`src/design/assert_macros.svh`:
```
// Assertion macros shared by the voxel mesher RTL.
// Each macro takes a label, clock, reset, antecedent, consequent and message.
`ifndef ASSERT_MACROS_SVH
`define ASSERT_MACROS_SVH

// Same-cycle implication, disabled while reset is high.
`define VFCM_ASSERT_NOW(lbl, clk_s, rst_s, ante, cons, msg) \
  lbl: assert property (@(posedge clk_s) disable iff (rst_s) (ante) |-> (cons)) \
    else $error(msg);

// Next-cycle implication, disabled while reset is high.
`define VFCM_ASSERT_NEXT(lbl, clk_s, rst_s, ante, cons, msg) \
  lbl: assert property (@(posedge clk_s) disable iff (rst_s) (ante) |=> (cons)) \
    else $error(msg);

`endif

```
`src/design/vfcm_pkg.sv`:
```
// Package for the voxel face-culling mesher: codes, control word layout,
// status bundle and the microcode table. No dependencies.
`timescale 1ns / 1ps
`default_nettype none

package vfcm_pkg;

  localparam int EDGE_LOG2_DEF = 4;

  // Tile split: row = (type * 205) >> 11 is exact for 8-bit types.
  localparam int TILE_DIV   = 10;
  localparam int TILE_RECIP = 205;

  localparam logic [1:0] KIND_WRITE = 2'd0;
  localparam logic [1:0] KIND_MESH  = 2'd1;
  localparam logic [1:0] KIND_BEGIN = 2'd2;

  localparam logic [1:0] REG_CHUNK_X = 2'd0;
  localparam logic [1:0] REG_CHUNK_Y = 2'd1;
  localparam logic [1:0] REG_CHUNK_Z = 2'd2;

  localparam logic [2:0] DIR_NZ = 3'd0;
  localparam logic [2:0] DIR_PZ = 3'd1;
  localparam logic [2:0] DIR_NX = 3'd2;
  localparam logic [2:0] DIR_PX = 3'd3;
  localparam logic [2:0] DIR_PY = 3'd4;
  localparam logic [2:0] DIR_NY = 3'd5;

  // Datapath actions
  localparam logic [2:0] OP_NOP       = 3'd0;
  localparam logic [2:0] OP_CLEAR     = 3'd1;
  localparam logic [2:0] OP_ACCEPT    = 3'd2;
  localparam logic [2:0] OP_WR_CMP    = 3'd3;
  localparam logic [2:0] OP_LOAD_TYPE = 3'd4;
  localparam logic [2:0] OP_STATUS    = 3'd5;
  localparam logic [2:0] OP_EMIT      = 3'd6;

  // Sequencing conditions
  localparam logic [2:0] SQ_NEXT       = 3'd0;
  localparam logic [2:0] SQ_JUMP       = 3'd1;
  localparam logic [2:0] SQ_DISPATCH   = 3'd2;
  localparam logic [2:0] SQ_ZERO_EXIT  = 3'd3;
  localparam logic [2:0] SQ_WAIT_OUT   = 3'd4;
  localparam logic [2:0] SQ_EMIT_LOOP  = 3'd5;
  localparam logic [2:0] SQ_CLEAR_LOOP = 3'd6;

  localparam int STEP_W = 4;
  localparam logic [STEP_W-1:0] S_CLEAR  = 4'd0;
  localparam logic [STEP_W-1:0] S_IDLE   = 4'd1;
  localparam logic [STEP_W-1:0] S_WR_RD  = 4'd2;
  localparam logic [STEP_W-1:0] S_WR_CMP = 4'd3;
  localparam logic [STEP_W-1:0] S_BEGIN  = 4'd4;
  localparam logic [STEP_W-1:0] S_M_C    = 4'd5;
  localparam logic [STEP_W-1:0] S_M_T    = 4'd6;
  localparam logic [STEP_W-1:0] S_M_N1   = 4'd7;
  localparam logic [STEP_W-1:0] S_M_N2   = 4'd8;
  localparam logic [STEP_W-1:0] S_M_N3   = 4'd9;
  localparam logic [STEP_W-1:0] S_M_N4   = 4'd10;
  localparam logic [STEP_W-1:0] S_M_N5   = 4'd11;
  localparam logic [STEP_W-1:0] S_M_LAST = 4'd12;
  localparam logic [STEP_W-1:0] S_EMIT   = 4'd13;

  typedef struct packed {
    logic [2:0]        op;
    logic              rd_nbr;
    logic [2:0]        rd_dir;
    logic              cap_en;
    logic [2:0]        cap_dir;
    logic [2:0]        seq;
    logic [STEP_W-1:0] target;
  } ctrl_word_t;

  typedef struct packed {
    logic type_zero;
    logic out_free;
    logic mask_empty;
    logic mask_last;
    logic clr_done;
  } status_t;

  function automatic ctrl_word_t ucode(input logic [STEP_W-1:0] step);
    ctrl_word_t w;
    w        = '0;
    w.op     = OP_NOP;
    w.seq    = SQ_NEXT;
    w.target = S_IDLE;
    unique case (step)
      S_CLEAR: begin
        w.op  = OP_CLEAR;
        w.seq = SQ_CLEAR_LOOP;
      end
      S_IDLE: begin
        w.op  = OP_ACCEPT;
        w.seq = SQ_DISPATCH;
      end
      S_WR_RD: w.seq = SQ_NEXT;
      S_WR_CMP: begin
        w.op  = OP_WR_CMP;
        w.seq = SQ_JUMP;
      end
      S_BEGIN: begin
        w.op  = OP_STATUS;
        w.seq = SQ_WAIT_OUT;
      end
      S_M_C: w.seq = SQ_NEXT;
      S_M_T: begin
        w.op     = OP_LOAD_TYPE;
        w.rd_nbr = 1'b1;
        w.rd_dir = DIR_NZ;
        w.seq    = SQ_ZERO_EXIT;
      end
      S_M_N1: begin
        w.rd_nbr  = 1'b1;
        w.rd_dir  = DIR_PZ;
        w.cap_en  = 1'b1;
        w.cap_dir = DIR_NZ;
      end
      S_M_N2: begin
        w.rd_nbr  = 1'b1;
        w.rd_dir  = DIR_NX;
        w.cap_en  = 1'b1;
        w.cap_dir = DIR_PZ;
      end
      S_M_N3: begin
        w.rd_nbr  = 1'b1;
        w.rd_dir  = DIR_PX;
        w.cap_en  = 1'b1;
        w.cap_dir = DIR_NX;
      end
      S_M_N4: begin
        w.rd_nbr  = 1'b1;
        w.rd_dir  = DIR_PY;
        w.cap_en  = 1'b1;
        w.cap_dir = DIR_PX;
      end
      S_M_N5: begin
        w.rd_nbr  = 1'b1;
        w.rd_dir  = DIR_NY;
        w.cap_en  = 1'b1;
        w.cap_dir = DIR_PY;
      end
      S_M_LAST: begin
        w.cap_en  = 1'b1;
        w.cap_dir = DIR_NY;
      end
      S_EMIT: begin
        w.op  = OP_EMIT;
        w.seq = SQ_EMIT_LOOP;
      end
      default: w.seq = SQ_JUMP;
    endcase
    return w;
  endfunction

endpackage

`default_nettype wire

```
`src/design/vfcm_seq.sv`:
```
// Microcode sequencer: step counter, control ROM lookup and jump logic.
// Depends on vfcm_pkg.
`timescale 1ns / 1ps
`default_nettype none

module vfcm_seq (
  input  wire logic                         clk,
  input  wire logic                         rst,
  input  wire logic                         in_fire,
  input  wire logic [1:0]                   kind,
  input  wire vfcm_pkg::status_t            stat,
  output logic      [vfcm_pkg::STEP_W-1:0]  step,
  output vfcm_pkg::ctrl_word_t              ctrl
);

  logic [vfcm_pkg::STEP_W-1:0] step_next;
  logic [vfcm_pkg::STEP_W-1:0] step_inc;

  assign ctrl     = vfcm_pkg::ucode(step);
  assign step_inc = step + vfcm_pkg::STEP_W'(1);

  always_comb begin
    step_next = step;
    unique case (ctrl.seq)
      vfcm_pkg::SQ_NEXT: step_next = step_inc;
      vfcm_pkg::SQ_JUMP: step_next = ctrl.target;
      vfcm_pkg::SQ_DISPATCH: begin
        if (in_fire) begin
          case (kind)
            vfcm_pkg::KIND_WRITE: step_next = vfcm_pkg::S_WR_RD;
            vfcm_pkg::KIND_MESH:  step_next = vfcm_pkg::S_M_C;
            vfcm_pkg::KIND_BEGIN: step_next = vfcm_pkg::S_BEGIN;
            default:              step_next = vfcm_pkg::S_IDLE;
          endcase
        end
      end
      vfcm_pkg::SQ_ZERO_EXIT: step_next = stat.type_zero ? ctrl.target : step_inc;
      vfcm_pkg::SQ_WAIT_OUT: begin
        if (stat.out_free) begin
          step_next = ctrl.target;
        end
      end
      vfcm_pkg::SQ_EMIT_LOOP: begin
        // leave once the final open side has gone into the output register, or when no side is open
        if (stat.mask_empty || (stat.out_free && stat.mask_last)) begin
          step_next = ctrl.target;
        end
      end
      vfcm_pkg::SQ_CLEAR_LOOP: begin
        if (stat.clr_done) begin
          step_next = ctrl.target;
        end
      end
      default: step_next = vfcm_pkg::S_IDLE;
    endcase
  end

  always_ff @(posedge clk) begin
    if (rst) begin
      step <= vfcm_pkg::S_CLEAR;
    end else begin
      step <= step_next;
    end
  end

endmodule

`default_nettype wire

```
`config.mk`:
```
export PLATFORM = sky130hd
export DESIGN_NAME = vfcm_seq
export DESIGN_NICKNAME = d
export VERILOG_FILES = /design/src/design/assert_macros.svh /design/src/design/vfcm_pkg.sv /design/src/design/vfcm_seq.sv
export SDC_FILE = /design/constraint.sdc
export NUM_CORES = 1
export LEC_CHECK = 0
export BUFFER_PORTS_ARGS = -buffer_cell sky130_fd_sc_hd__buf_4
export CORE_MARGIN = 3
export CORE_UTILIZATION = 52
export CTS_BUF_LIST = sky130_fd_sc_hd__clkbuf_4 sky130_fd_sc_hd__clkbuf_8
export CTS_CLUSTER_DIAMETER = 50
export DETAILED_ROUTE_END_ITERATION = 8
export PLACE_DENSITY = 0.88
export SLEW_MARGIN = 25
export SYNTH_ARGS = -nofsm -noshare
export SYNTH_HDL_FRONTEND = slang
export SYNTH_SLANG_ARGS = --single-unit
```
`constraint.sdc`:
```
create_clock -name clk -period 3.35 [get_ports clk]
set_input_delay 0.335 -clock clk [delete_from_list [all_inputs] [get_ports clk]]
set_output_delay 0.335 -clock clk [all_outputs]
set_load 0.1 [all_outputs]
```
; Word-level counts from Yosys, hierarchy flattened
; Cells that the tools add are included.
[word_totals]
register_bits = 4
in_bits = 10
output_inout_bits = 22
[op_classes]
n_addsub = 1
eq_ne = 24
muxes = 11
n_reduce_logical = 7
[ops]
columns = cell, count
row1 = case mux 4 bit (6 select lines), 3
row2 = case mux 3 bit (6 select lines), 2
row3 = == test 4 bit (second input constant), 6
row4 = two-way mux 4 bit, 5
row5 = == test 4 x 3 -> 1 bit (second input constant), 4
row6 = == test 3 bit (second input constant), 3
row7 = case mux 3 bit (3 select lines), 1
row8 = == test 4 x 2 -> 1 bit (second input constant), 2
row9 = != test 2 bit (second input constant), 4
row10 = OR reduction 8 bit, 1
row11 = == test 3 x 2 -> 1 bit (second input constant), 2
row12 = adder 4 x 1 -> 4 bit (second input constant), 1
row13 = == test 4 x 1 -> 1 bit (second input constant), 1
row14 = logical NOT 4 bit, 1
row15 = AND reduction 4 bit, 1
row16 = logical NOT 3 bit, 1
row17 = == test 2 x 1 -> 1 bit (second input constant), 1
row18 = == test 2 bit (second input constant), 1
row19 = logical NOT 2 bit, 1
row20 = logical AND 1 bit, 1
row21 = logical OR 1 bit, 1

; Longest topological paths before layout
[depth]
ltp_word = 6
depth_mapped = 9
ltp_nobuf = 8

; Least setup slack after synthesis
; No wires, ideal clock.
[synth_timing]
path_type = flip-flop to flip-flop
from = register step[0] (netlist name)
to = register step[1] (netlist name)
arrival_time_ns = 4.122
required_ns = 3.254
slack_ns = -0.867
stages_incl_launch_ff = 8
synth_period_minus_slack_ns = 4.217
path_cell_list = dfxtp_1 > inv_1 > ha_1 > buf_4 > inv_2 > o21ai_0 > o21ai_2 > a221oi_1
[synth_rtl]
columns = item, line_no
row1 = start: declaration, vfcm_seq.sv:12  ; output logic [vfcm_pkg::STEP_W-1:0] step,
row2 = start signal: assignment, vfcm_seq.sv:60  ; step <= vfcm_pkg::S_CLEAR;
row3 = start signal: assignment, vfcm_seq.sv:62  ; step <= step_next;

==> results.py <==
metrics = {
    "floorplan": {
        "die_w_um": 43.5,
        "initial_utilization_pct": 60.7,
        "ios": 32,
        "die_area_um2": 1890,
        "std_cell_rows": 12,
        "core_um2": 1200,
        "die_y_um": 43.5,
    },
    "run": {
        "max_cap_violations": 0,
    },
    "setup_path": {
        "cpPeakStageDelay_ns": 0.42,
        "worstSetupEndpointType": "primary output",
        "worst-path-max-fanout": 12,
        "arrival_ns": 1.97,
        "path_class": "reg -> out",
        "crit_buf_inv": 2,
        "cpLargestDelayFamily": "flip-flops",
        "path_cells": "inv_1 -> ha_1 -> nor2_2 -> nor2_1 -> a21oi_1 -> nor2_1 -> buf_4",
        "crit_path_frequent_cell": "nor2_1",
        "critPathRequiredTime_ns": 3.01,
        "crit_path_top_delay_cell": "dfxtp_1",
        "start_kind": "flop",
    },
    "clock_network": {
        "cts-buffers-inserted": 3,
        "cts_tree": "yes",
        "cts_sinks": 4,
        "cts-resized-gates": 0,
        "hold_buffers": 0,
        "cts_max_path_buffers": 2,
        "clkTransAtPathRegs_ns": 0.05,
        "htree_levels": 1,
        "post_cts_buffers": 0,
        "cts_root_buf": "clkbuf_4",
        "worstSkewPairLatency_ns": 0.26,
    },
    "placement": {
        "place_congestion": 0.883,
        "hpwl_um": 1500,
        "port_buffers": 27,
        "placed_area_um2": 905,
        "pre_cts_ws_ns": 1.17,
        "dpl.cell_count": 142,
    },
    "timing": {
        "finalCritPeriodShare_pct": 68.7,
        "fin_skew_ns": 0.0102,
        "setup_violations": 0,
        "rsz0062_at_grt": "no",
        "setup_ws_ns": 1.05,
        "slew_violations": 0,
        "clock.fmax_ghz": 0.434,
        "hold_viol": 0,
        "min_period_ns": 2.30,
        "tightest_slew_ns": 0.702,
        "slew_headroom_pct": 53.1,
    },
    "detailed_routing": {
        "antenna_left": 0,
        "initialDrtViolationCount": 35,
        "num_vias": 862,
        "drt-total-wl_um": 1960,
        "firstDrtPassIters": 4,
        "drt-vias-per-instance": 5.94,
        "drc": 0,
        "routedWlPerCell_um": 13.5,
    },
    "global_route": {
        "antenna_found_initial": 0,
        "globalRouteTotalUtil_pct": 22.1,
        "overflow": 0,
        "grt_pass1_wl_um": 3180,
        "grt_start_max_net_pins": 20,
        "first_global_vias": 734,
    },
    "yosys": {
        "ys_warn_count": 0,
        "ys_dominant_reg_cell": "dfxtp_1",
        "synth_compound_area_share_pct": 28.5,
        "synth_cell_types": 41,
        "syn_inst": 110,
        "ys_seq_area_share_pct": 11.0,
        "synthXorXnorAreaFrac_pct": 2.40,
        "syn_avg_cell_area_um2": 6.63,
        "synth_edf_count": 0,
        "synthSimpleGateAreaFrac_pct": 30.0,
        "synth_mux_area_share_pct": 1.37,
        "synth-adder-area-share_pct": 12.0,
        "ys_seq_elements": 4,
        "synthTopCellsByArea": "ha_1 12%, dfxtp_1 11%, nor2_1 7.7%",
        "yosys.area.top_type_share_pct": 12.0,
        "synth-async-reset-ratio_pct": 0,
        "syn-cell-area_um2": 729,
        "synth_top_family_by_area": "simple AND/OR/NAND/NOR gates",
        "synth_largest_area_cell": "ha_1",
    },
    "cells_and_area": {
        "syn_to_final_growth_pct": 27.1,
        "fillers": 103,
        "top_register": "step",
        "final_cell_area_um2": 927,
        "largest_reg_flops": 4,
        "utilization_pct": 77.2,
        "reg.largest.list": "step (4)",
        "instances_no_fill": 145,
        "fin_nets": 150,
        "layout_commonest_cell": "buf_4",
        "antenna_cells": 0,
        "drive_gt1_share_pct": 32.8,
        "layout_common_cells": "28 x buf_4, 15 x nor2_1, 8 x a21oi_1",
    },
    "hold_path": {
        "worstHoldPathType": "in -> reg",
    },
    "status": {
        "outcome": "complete, no violations",
    },
}
cells by family (layout without fill, tap and decap cells):
group | after synthesis | after routing
simple gates | 43 | 43
compound gates | 33 | 33
buf+inv | 18 | 37
fa+ha+maj | 7 | 7
flops | 4 | 4
other cells | 2 | 4
xor+xnor | 2 | 2
mux | 1 | 1
per-stage QoR:
| step | TNS (ns) | hold slack (ns) |
|---|---|---|
| global route | 0 | 0.267 |
| global placement | 0 | 0.526 |
| detailed placement | 0 | 0.530 |
| finish | 0 | 0.269 |
| floorplan | -0.00187 | 0.407 |
| CTS | 0 | 0.269 |
synth_stat cells (all sizes together), types with 2 or more instances:
| library cell | number |
|---|---|
| a21oi | 10 |
| nor4 | 3 |
| ha | 7 |
| nor2b | 4 |
| o21ai | 10 |
| buf | 12 |
| nand2 | 6 |
| nor2 | 16 |
| nand2b | 3 |
| a221oi | 2 |
| o211ai | 2 |
| conb | 2 |
| nand3 | 5 |
| inv | 6 |
| or2 | 2 |
| dfxtp | 4 |
cell type report:
type                            instances  area, um2  share of cell area (%)
Clock buffer                            3       22.5                    2.43
Inverter                                6       22.5                    2.43
Multi-Input combinational cell         90        574                    61.9
Sequential cell                         4       80.1                    8.64
Tap cell                               14       17.5                    1.89
Timing Repair Buffer                   28        210                    22.7
worst paths after layout:
kind,startpoint,end,slack [ns],cells after the start
worst max-delay path,step[0],ctrl[5],1.05,7
worst min-delay path,rst,step[0],0.27,2
worst max register to register,step[0],step[1],1.15,8
worst min register to register,step[1],step[1],0.63,2
worst register-to-register path, cell delays in order (launching register included):
cell and delay, ns:
dfxtp_1 0.42, inv_1 0.14, ha_1 0.37, or3_4 0.43
a21oi_2 0.16, nor4_1 0.07, o21ai_2 0.20, nand2_2 0.08
a221oi_1 0.24
metal layers:
| metal | vias up | GRT usage, % | share of wire (%) |
|---|---|---|---|
| li1 | 420 | - | - |
| met1 | 392 | 29.0 | 41 |
| met2 | 46 | 32.2 | 48 |
| met3 | 4 | 8.71 | 9.2 |
| met4 | 0 | 9.04 | 1.6 |
| met5 | - | 0 | 0 |
Power is not shown: default switching activity piles up to over one toggle a cycle in this logic, so the estimate is an artifact.
